[src/rtl/rgbpwm_pkg.sv]
// ----------------------------------------------------------------------------
// rgbpwm_pkg: shared types and constants for the RGB soft PWM colour drift
// Channel state record, issue beat record, configuration bundle, register
// indexes and per-channel reset values.
// ----------------------------------------------------------------------------
`default_nettype none

package rgbpwm_pkg;

	// Widest supported channel count and the index width that covers it
	localparam int MaxCh = 4;
	localparam int ChW   = $clog2(MaxCh);

	// Step limit after halving or doubling
	localparam logic signed [7:0] STEP_CAP = 8'sh10;

	// Operation codes of an input beat
	localparam logic OP_TICK  = 1'b0;
	localparam logic OP_PRESS = 1'b1;

	// Bit of random_byte that selects halving
	localparam int HALVE_BIT = 7;

	typedef logic [ChW-1:0] ch_idx_t;

	// Per-channel state held in the channel memory
	typedef struct packed {
		logic [7:0] phase;
		logic [7:0] duty;
		logic [7:0] step;
		logic [7:0] ovf;
		logic       pin;
	} ch_state_t;

	// One channel visit travelling through the read/modify/write pipe
	typedef struct packed {
		logic       valid;
		ch_idx_t    ch;
		logic       op;
		logic [7:0] rnd;
		logic       last;
	} issue_t;

	// Configuration registers
	typedef struct packed {
		logic [7:0]       counter_top;
		logic [7:0]       duty_limit;
		logic [2:0][7:0]  interval;
		logic [7:0]       debounce_length;
	} cfg_t;

	// Configuration register indexes
	typedef enum logic [2:0] {
		REG_COUNTER_TOP     = 3'd0,
		REG_DUTY_LIMIT      = 3'd1,
		REG_INTERVAL_RED    = 3'd2,
		REG_INTERVAL_GREEN  = 3'd3,
		REG_INTERVAL_BLUE   = 3'd4,
		REG_DEBOUNCE_LENGTH = 3'd5
	} cfg_reg_t;

	// State of a channel entry that has not been written since reset
	function automatic ch_state_t ch_reset(ch_idx_t ch);
		ch_state_t s;
		s.ovf = 8'h00;
		s.pin = 1'b1;
		case (ch)
			2'd0: begin
				s.phase = 8'h00; s.duty = 8'h20; s.step = 8'hFF;
			end
			2'd1: begin
				s.phase = 8'h55; s.duty = 8'h10; s.step = 8'h01;
			end
			2'd2: begin
				s.phase = 8'hAA; s.duty = 8'h30; s.step = 8'hFF;
			end
			default: begin
				s.phase = 8'h00; s.duty = 8'h20; s.step = 8'h01;
			end
		endcase
		return s;
	endfunction

endpackage

`default_nettype wire

[src/rtl/rgbpwm_seq.sv]
// ----------------------------------------------------------------------------
// rgbpwm_seq: input sequencer
// Holds the accepted beat, walks its channels one per cycle (the last waits
// for output room), reads memory per channel, registers visit with read data.
// ----------------------------------------------------------------------------
`default_nettype none

module rgbpwm_seq
	import rgbpwm_pkg::*;
#(
	parameter int CHANNELS = 3
) (
	input  wire logic       clk,
	input  wire logic       arst_n,
	input  wire logic       in_valid,
	output logic            in_stall,
	input  wire logic       op,
	input  wire logic [7:0] random_byte,
	input  wire logic       last_ok,
	output issue_t          iss,
	output issue_t          iss_s1
);

	localparam ch_idx_t LastCh = ch_idx_t'(CHANNELS - 1);

	logic       busy_q;
	logic       op_q;
	logic [7:0] rnd_q;
	ch_idx_t    ch_q;
	logic       is_last;
	logic       go;
	logic       accept;

	// Issue decision: the final channel waits for room at the output
	assign is_last  = (ch_q == LastCh);
	assign go       = busy_q && (!is_last || last_ok);
	assign in_stall = busy_q && !(go && is_last);
	assign accept   = in_valid && !in_stall;

	always_comb begin
		iss.valid = go;
		iss.ch    = ch_q;
		iss.op    = op_q;
		iss.rnd   = rnd_q;
		iss.last  = is_last;
	end

	// Control and visit register
	always_ff @(posedge clk or negedge arst_n) begin
		if (!arst_n) begin
			busy_q <= 1'b0;
			ch_q   <= '0;
			iss_s1 <= '0;
		end else begin
			iss_s1.valid <= go;
			if (go) begin
				iss_s1.ch   <= ch_q;
				iss_s1.op   <= op_q;
				iss_s1.rnd  <= rnd_q;
				iss_s1.last <= is_last;
			end
			if (accept) begin
				busy_q <= 1'b1;
				ch_q   <= '0;
			end else if (go) begin
				if (is_last)
					busy_q <= 1'b0;
				else
					ch_q <= ch_q + 2'd1;
			end
		end
	end

	// Beat payload
	always_ff @(posedge clk) begin
		if (accept) begin
			op_q  <= op;
			rnd_q <= random_byte;
		end
	end

endmodule

`default_nettype wire

[src/rtl/rgbpwm_chan_mem.sv]
// ----------------------------------------------------------------------------
// rgbpwm_chan_mem: channel state memory
// One write and one registered read per cycle. Entries not yet written read
// as their reset state; a read of the entry being written picks up the new
// data.
// ----------------------------------------------------------------------------
`default_nettype none

module rgbpwm_chan_mem
	import rgbpwm_pkg::*;
#(
	parameter int CHANNELS = 3
) (
	input  wire logic      clk,
	input  wire logic      arst_n,
	input  wire logic      rd_en,
	input  wire ch_idx_t   rd_ch,
	input  wire logic      wr_en,
	input  wire ch_idx_t   wr_ch,
	input  wire ch_state_t wr_data,
	output ch_state_t      rd_data
);

	localparam int CW = (CHANNELS > 1) ? $clog2(CHANNELS) : 1;

	ch_state_t           mem [CHANNELS];
	logic [CHANNELS-1:0] vld_q;
	ch_state_t           mem_s1;
	ch_state_t           fwd_data_s1;
	logic                fwd_s1;
	logic                hit_s1;
	ch_idx_t             rch_s1;

	// Storage
	always_ff @(posedge clk) begin
		if (wr_en)
			mem[wr_ch[CW-1:0]] <= wr_data;
		if (rd_en) begin
			mem_s1      <= mem[rd_ch[CW-1:0]];
			fwd_data_s1 <= wr_data;
			rch_s1      <= rd_ch;
		end
	end

	// Written marks and read qualifiers
	always_ff @(posedge clk or negedge arst_n) begin
		if (!arst_n) begin
			vld_q  <= '0;
			fwd_s1 <= 1'b0;
			hit_s1 <= 1'b0;
		end else begin
			if (wr_en)
				vld_q[wr_ch[CW-1:0]] <= 1'b1;
			if (rd_en) begin
				fwd_s1 <= wr_en && (wr_ch == rd_ch);
				hit_s1 <= vld_q[rd_ch[CW-1:0]];
			end
		end
	end

	// Read data selection
	always_comb begin
		if (fwd_s1)
			rd_data = fwd_data_s1;
		else if (hit_s1)
			rd_data = mem_s1;
		else
			rd_data = ch_reset(rch_s1);
	end

endmodule

`default_nettype wire

[src/rtl/rgbpwm_chan_upd.sv]
// ----------------------------------------------------------------------------
// rgbpwm_chan_upd: channel update
// Advances one channel on a tick (phase, pin, drift hook) or applies a colour
// jump on a press.
// ----------------------------------------------------------------------------
`default_nettype none

module rgbpwm_chan_upd
	import rgbpwm_pkg::*;
#(
	parameter int CHANNELS = 3
) (
	input  wire issue_t    vis,
	input  wire ch_state_t cur,
	input  wire cfg_t      cfg,
	input  wire logic      btn_en,
	output ch_state_t      nxt,
	output logic           wrap0
);

	logic [7:0]        intv;
	logic [7:0]        ph_inc;
	logic [7:0]        ph;
	logic [7:0]        ovf_inc;
	logic signed [9:0] sum;
	logic signed [8:0] s9;
	logic signed [8:0] half9;
	logic signed [7:0] cand;
	logic [7:0]        new_step;
	logic [1:0]        pick;
	logic              hit;
	logic              wrap;

	// Drift interval of this channel; a fourth channel never drifts
	always_comb begin
		case (vis.ch)
			2'd0:    intv = cfg.interval[0];
			2'd1:    intv = cfg.interval[1];
			2'd2:    intv = cfg.interval[2];
			default: intv = 8'h00;
		endcase
	end

	// Step rescale for a jump: halve toward zero or double, then cap
	always_comb begin
		s9    = {cur.step[7], cur.step};
		half9 = (s9 + {8'h00, cur.step[7]}) >>> 1;
		if (vis.rnd[HALVE_BIT])
			cand = half9[7:0];
		else
			cand = {cur.step[6:0], 1'b0};
		if (cur.step == 8'h00)
			new_step = 8'h01;
		else if (cand > STEP_CAP)
			new_step = STEP_CAP;
		else
			new_step = cand;
	end

	// Channel pick, out of range falls back to channel 0
	always_comb begin
		pick = vis.rnd[1:0];
		if (int'(pick) >= CHANNELS)
			pick = 2'd0;
		hit = (vis.ch == pick);
	end

	// Main update
	always_comb begin
		nxt     = cur;
		wrap    = 1'b0;
		ph_inc  = cur.phase + 8'd1;
		ph      = (ph_inc > cfg.counter_top) ? 8'h00 : ph_inc;
		ovf_inc = cur.ovf + 8'd1;
		sum     = $signed({2'b00, cur.duty}) + $signed({{2{cur.step[7]}}, cur.step});
		if (vis.op == OP_PRESS) begin
			if (btn_en) begin
				nxt.duty = 8'h01;
				nxt.pin  = 1'b1;
				if (hit)
					nxt.step = new_step;
			end
		end else begin
			nxt.phase = ph;
			if (ph == cur.duty) begin
				nxt.pin = 1'b1;
			end else if (ph == 8'h00) begin
				nxt.pin = 1'b0;
				wrap    = 1'b1;
				if (intv != 8'h00) begin
					if (ovf_inc < intv) begin
						nxt.ovf = ovf_inc;
					end else begin
						nxt.ovf = 8'h00;
						if (sum <= 10'sd0) begin
							nxt.duty = 8'h01;
							nxt.step = 8'h00 - cur.step;
						end else if (sum > $signed({2'b00, cfg.duty_limit})) begin
							nxt.duty = cfg.duty_limit;
							nxt.step = 8'h00 - cur.step;
						end else begin
							nxt.duty = sum[7:0];
						end
					end
				end
			end
		end
	end

	assign wrap0 = wrap && (vis.ch == 2'd0);

endmodule

`default_nettype wire

[src/rtl/rgb_soft_pwm_colour_drift.sv]
// ----------------------------------------------------------------------------
// rgb_soft_pwm_colour_drift: three-channel inverted soft PWM with colour drift
//
// Input channel (in_valid/in_stall): op 0 is a timer tick, op 1 a colour
// button press carrying random_byte. Each input beat yields exactly one
// output beat (out_valid/out_stall) with all pin levels, duty values and
// button_ready after that beat. Configuration writes (cfg_valid/cfg_ready,
// cfg_index, cfg_data) are always taken; the user must make them while the
// block idles, as the block itself does not enforce this. Channel state
// lives in a small memory; each beat visits the channels one per cycle
// (read, update, write back), the final visit waiting for room at the
// output. The single memory port sets the sustained rate. The next beat is
// taken while a result waits. When the receiver stalls, the final channel
// visit of the following beat is held until the output register frees.
// Reset restores configuration defaults, channel start values, and enables
// the button; no clearing pass.
// ----------------------------------------------------------------------------
`default_nettype none

module rgb_soft_pwm_colour_drift
	import rgbpwm_pkg::*;
#(
	parameter int CHANNELS = 3
) (
	input  wire logic       clk,
	input  wire logic       arst_n,
	input  wire logic       in_valid,
	output logic            in_stall,
	input  wire logic       op,
	input  wire logic [7:0] random_byte,
	output logic            out_valid,
	input  wire logic       out_stall,
	output logic            pin_red,
	output logic            pin_green,
	output logic            pin_blue,
	output logic [7:0]      duty_red,
	output logic [7:0]      duty_green,
	output logic [7:0]      duty_blue,
	output logic            button_ready,
	input  wire logic       cfg_valid,
	output logic            cfg_ready,
	input  wire logic [2:0] cfg_index,
	input  wire logic [7:0] cfg_data
);

	cfg_t       cfg_q;
	logic [7:0] deb_q;
	logic       btn_en_q;
	logic       btn_en_d;
	logic       press_en_q;
	logic       btn_eff;
	logic       last_ok;
	issue_t     iss;
	issue_t     iss_s1;
	ch_state_t  cur;
	ch_state_t  nxt;
	logic       wrap0;
	logic       ch0_s1;
	logic [2:0] build_pin_q;
	logic [2:0][7:0] build_duty_q;
	logic       out_valid_q;
	logic [2:0] out_pin_q;
	logic [2:0][7:0] out_duty_q;
	logic       out_btn_q;

	// Configuration registers
	assign cfg_ready = 1'b1;

	always_ff @(posedge clk or negedge arst_n) begin
		if (!arst_n) begin
			cfg_q.counter_top     <= 8'hFF;
			cfg_q.duty_limit      <= 8'hFF;
			cfg_q.interval[0]     <= 8'd2;
			cfg_q.interval[1]     <= 8'd3;
			cfg_q.interval[2]     <= 8'd1;
			cfg_q.debounce_length <= 8'd32;
		end else if (cfg_valid) begin
			unique case (cfg_reg_t'(cfg_index))
				REG_COUNTER_TOP:     cfg_q.counter_top     <= cfg_data;
				REG_DUTY_LIMIT:      cfg_q.duty_limit      <= cfg_data;
				REG_INTERVAL_RED:    cfg_q.interval[0]     <= cfg_data;
				REG_INTERVAL_GREEN:  cfg_q.interval[1]     <= cfg_data;
				REG_INTERVAL_BLUE:   cfg_q.interval[2]     <= cfg_data;
				REG_DEBOUNCE_LENGTH: cfg_q.debounce_length <= cfg_data;
				default: ;
			endcase
		end
	end

	// Final visit goes ahead only if the output register is free next cycle
	assign last_ok = !(iss_s1.valid && iss_s1.last) && (!out_valid_q || !out_stall);

	rgbpwm_seq #(
		.CHANNELS(CHANNELS)
	) u_seq (
		.clk        (clk),
		.arst_n     (arst_n),
		.in_valid   (in_valid),
		.in_stall   (in_stall),
		.op         (op),
		.random_byte(random_byte),
		.last_ok    (last_ok),
		.iss        (iss),
		.iss_s1     (iss_s1)
	);

	rgbpwm_chan_mem #(
		.CHANNELS(CHANNELS)
	) u_mem (
		.clk    (clk),
		.arst_n (arst_n),
		.rd_en  (iss.valid),
		.rd_ch  (iss.ch),
		.wr_en  (iss_s1.valid),
		.wr_ch  (iss_s1.ch),
		.wr_data(nxt),
		.rd_data(cur)
	);

	// Button state seen by this visit: live on channel 0, latched for the rest
	assign ch0_s1  = (iss_s1.ch == 2'd0);
	assign btn_eff = ch0_s1 ? btn_en_q : press_en_q;

	rgbpwm_chan_upd #(
		.CHANNELS(CHANNELS)
	) u_upd (
		.vis   (iss_s1),
		.cur   (cur),
		.cfg   (cfg_q),
		.btn_en(btn_eff),
		.nxt   (nxt),
		.wrap0 (wrap0)
	);

	// Button enable after this visit
	always_comb begin
		btn_en_d = btn_en_q;
		if (iss_s1.valid && ch0_s1) begin
			if (iss_s1.op == OP_PRESS) begin
				if (btn_en_q)
					btn_en_d = 1'b0;
			end else if (wrap0 && deb_q == 8'd1) begin
				btn_en_d = 1'b1;
			end
		end
	end

	// Debounce counter and button enable
	always_ff @(posedge clk or negedge arst_n) begin
		if (!arst_n) begin
			deb_q      <= 8'h00;
			btn_en_q   <= 1'b1;
			press_en_q <= 1'b0;
		end else begin
			btn_en_q <= btn_en_d;
			if (iss_s1.valid && ch0_s1) begin
				press_en_q <= btn_en_q;
				if (iss_s1.op == OP_PRESS) begin
					if (btn_en_q)
						deb_q <= cfg_q.debounce_length;
				end else if (wrap0 && deb_q != 8'h00) begin
					deb_q <= deb_q - 8'd1;
				end
			end
		end
	end

	// Collect channel results of the current beat
	always_ff @(posedge clk) begin
		if (iss_s1.valid) begin
			for (int i = 0; i < 3; i++) begin
				if (int'(iss_s1.ch) == i) begin
					build_pin_q[i]  <= nxt.pin;
					build_duty_q[i] <= nxt.duty;
				end
			end
		end
	end

	// Output register payload
	always_ff @(posedge clk) begin
		if (iss_s1.valid && iss_s1.last) begin
			out_btn_q <= btn_en_d;
			for (int i = 0; i < 3; i++) begin
				if (i >= CHANNELS) begin
					out_pin_q[i]  <= 1'b1;
					out_duty_q[i] <= 8'h00;
				end else if (int'(iss_s1.ch) == i) begin
					out_pin_q[i]  <= nxt.pin;
					out_duty_q[i] <= nxt.duty;
				end else begin
					out_pin_q[i]  <= build_pin_q[i];
					out_duty_q[i] <= build_duty_q[i];
				end
			end
		end
	end

	// Output beat valid
	always_ff @(posedge clk or negedge arst_n) begin
		if (!arst_n)
			out_valid_q <= 1'b0;
		else if (iss_s1.valid && iss_s1.last)
			out_valid_q <= 1'b1;
		else if (!out_stall)
			out_valid_q <= 1'b0;
	end

	assign out_valid    = out_valid_q;
	assign pin_red      = out_pin_q[0];
	assign pin_green    = out_pin_q[1];
	assign pin_blue     = out_pin_q[2];
	assign duty_red     = out_duty_q[0];
	assign duty_green   = out_duty_q[1];
	assign duty_blue    = out_duty_q[2];
	assign button_ready = out_btn_q;

endmodule

`default_nettype wire

[config.mk]
export PLATFORM = sky130hd
export DESIGN_NAME = rgb_soft_pwm_colour_drift
export DESIGN_NICKNAME = d
export VERILOG_FILES = /design/src/rtl/rgbpwm_pkg.sv /design/src/rtl/rgbpwm_seq.sv /design/src/rtl/rgbpwm_chan_mem.sv /design/src/rtl/rgbpwm_chan_upd.sv /design/src/rtl/rgb_soft_pwm_colour_drift.sv
export SDC_FILE = /design/constraint.sdc
export NUM_CORES = 1
export LEC_CHECK = 0
export ABC_AREA = 1
export BUFFER_PORTS_ARGS = -buffer_cell sky130_fd_sc_hd__buf_4
export CAP_MARGIN = 20
export CORE_UTILIZATION = 62
export CTS_CLUSTER_SIZE = 12
export DETAILED_ROUTE_END_ITERATION = 10
export PLACE_DENSITY = 0.9
export SYNTH_ARGS = -nofsm -noshare
export SYNTH_HDL_FRONTEND = slang
export SYNTH_HIERARCHICAL = 1
export SYNTH_SLANG_ARGS = --single-unit
[constraint.sdc]
create_clock -name clk -period 7.3 [get_ports clk]
set_input_delay 0.73 -clock clk [delete_from_list [all_inputs] [get_ports clk]]
set_output_delay 0.73 -clock clk [all_outputs]
set_load 0.03 [all_outputs]
==> results by group <==
Placement
  • Final GP Congestion: 0.9678
  • DPL Wire Length: 21220 um
  • Port Buffers: 49
  • Cell Area, Placed: 0.01513 mm2
  • Placed cells: 1771

Floorplan
  • Core ar.: 0.02285 mm2
  • Die X: 155.5 um
  • I/O pin count: 56
  • Die area: 0.02419 mm2
  • Row count: 55
  • Die Y: 155.5 um
  • Initial core utilization: 63.96%

Clock tree
  • TritonCTS Buffers: 30
  • CTS tree: yes
  • TritonCTS Sinks: 301
  • CTS Buffer Depth: 3
  • CTS H-tree lvls: 1
  • Post-CTS Resized: 0
  • Setup Fix Bufs, Post-CTS: 0
  • Hold Buf Count CTS: 0
  • CTS root buf: clkbuf_16
  • Clk_lat worst skew: 0.55 ns
  • Clock Pin Slew Worst Setup and Hold Paths: 0.06 ns

Detailed routing
  • Drt first pass iters: 6
  • DR vias/cell: 5.982
  • # DRC: 0
  • DRT iter0 DRCs: 1266
  • Final ANT Viol Nets: 0
  • Avg WL per Cell: 18.69 um
  • Routed vias: 10900
  • Total wire length: 34060 um

Setup path
  • Worst Path Max Fanout: 30
  • CP peak stage delay: 0.72 ns
  • Crit path required time: 7.61 ns
  • Most numerous cell on the critical path: nand2_1
  • Crit path DAT: 5.84 ns
  • Crit path kind: reg -> reg
  • CP startpoint kind: register
  • CP max-delay cell: dfrtp_1
  • CP Capture Type: register

Synth
  • YS warnings: 6
  • Post-Syn Nets: 1516
  • Mapped Avg Cell Area: 10.10 um2
  • Synthesized area: 0.01461 mm2
  • Synth Instances: 1447

Timing
  • Final Cycle Share: 75.68%
  • Setup TNS: 0 ns
  • Slew Viols, Final: 0
  • RSZ-0062 raised after global routing: no
  • Rel. slew slack: 27.06%
  • Setup violators final: 0
  • Least-Margin Pin Slew: 1.085 ns
  • Final Skew: 0.01897 ns
  • Final hold vios: 0
  • Crit path time final: 5.525 ns
  • FMAX: 181.0 MHz

Cells and area
  • Layout cells sized above 1: 13.45%
  • Layout Cells excl Fill: 1822
  • N_diodes: 0
  • Layout filler cell count: 1519
  • Multi-input combinational cell area: 0.005026 mm2
  • Post-Layout Inst Area: 0.01607 mm2
  • Final nets: 1561
  • Synth-to-layout area growth: 10.00%
  • Reg area: 0.008691 mm2

Global routing
  • All-Layer GR Usage: 28.32%
  • Vias in the first global route: 10610
  • Initial antenna violation count: 0
  • Largest net degree at the start of global routing: 76
  • Remaining Overflow, GRT: 0
  • First-pass GRT wire length: 53770 um

Status
  • Outcome: finished, final reports clean

Hold path
  • Worst Hold Class: in -> async

Job
  • Max-cap violation count: 0
==> layer usage <==
layer | up-vias | track usage [%] | share of wire [%]
met5 | - | 0 | 0
met4 | 0 | 12.23 | 3.7
met3 | 112 | 3.733 | 8.1
met2 | 618 | 47.70 | 49
met1 | 5171 | 37.12 | 40
li1 | 4999 | - | -
==> final timing paths <==
path	from	to	slack, ns	depth (start not counted)
hold reg to reg	u_seq/op_q	u_seq/iss_s1[9]	0.47	2
hold / removal	arst_n	deb_q[2]	0.33	1
setup reg to reg	u_mem/fwd_s1	build_duty_q[22]	1.78	27
max in group asynchronous	arst_n	cfg_q[29]	6.39	1
min in group clk	random_byte[7]	u_seq/rnd_q[7]	0.36	1
setup / recovery	u_mem/fwd_s1	build_duty_q[22]	1.78	27
==> sequential cells by signal, indices dropped and copies added, names as in the netlist, 2 cells and up <==
signal and count:
build_duty_q 24, build_pin_q 3, cfg_q 48, deb_q 8, duty_blue 8, duty_green 8
duty_red 8, out_pin_q 3, u_mem/fwd_data_s1 33, u_mem/mem 99, u_mem/mem_s1 33, u_mem/rch_s1 2
u_mem/vld_q 3, u_seq/ch_q 2, u_seq/iss_s1 8, u_seq/rnd_q 3
==> critical path: cells and delay by family, from the launching register on <==
kind,cells,cell delay (ns)
AO/OA/AOI/OAI,4,0.91
buffers and inverters,2,0.19
AND/OR/NAND/NOR,18,2.68
XOR/XNOR,1,0.24
flip-flops,1,0.72
adder cells (fa/ha/maj),2,0.53
==> placed cells by master (no fill, tap or decap), drive strengths merged <==
cell type and instances:
a22oi 3, a31oi 3, o41ai 1, or2 8
a22o 18, o31ai 2, nand2 384, ha 43
fa 1, inv 156, nand3b 4, a221oi 3
a21oi 86, dfstp 22, o22ai 8, nand3 100
nor3 7, buf 58, clkbuf 46, dfrtp 53
xor2 12, clkinv 4, o21ai 133, edfxtp 226
nand4 14, a21o 3, nor2 104, o21bai 1
xnor2 2, o22a 2, conb 1, nor4 1
==> metrics by stage <==
stage | hold WS [ns] | worst slack [ns] | util, %
3_5_place_dp | 0.4504 | 1.974 | 66.22
5_1_grt | 0.3463 | 1.459 | 70.36
6_report | 0.3278 | 1.775 | 70.36
4_1_cts | 0.3456 | 1.858 | 70.12
2_1_floorplan | 0.4184 | 3.405 | -
3_3_place_gp | 0.4381 | 2.177 | 66.22
==> cell type report <==
cell class / count / area share (%)
Multi-Input combinational cell: 944 / 31.27
Timing Repair Buffer: 58 / 2.958
Sequential cell: 301 / 54.07
Clock inverter: 3 / 0.08562
Inverter: 157 / 3.728
Clock buffer: 46 / 5.457
Tap cell: 313 / 2.436
Power is left out: the tool's default activity adds up to more than one toggle a clock period on the data nets, which glitch-free logic cannot reach.
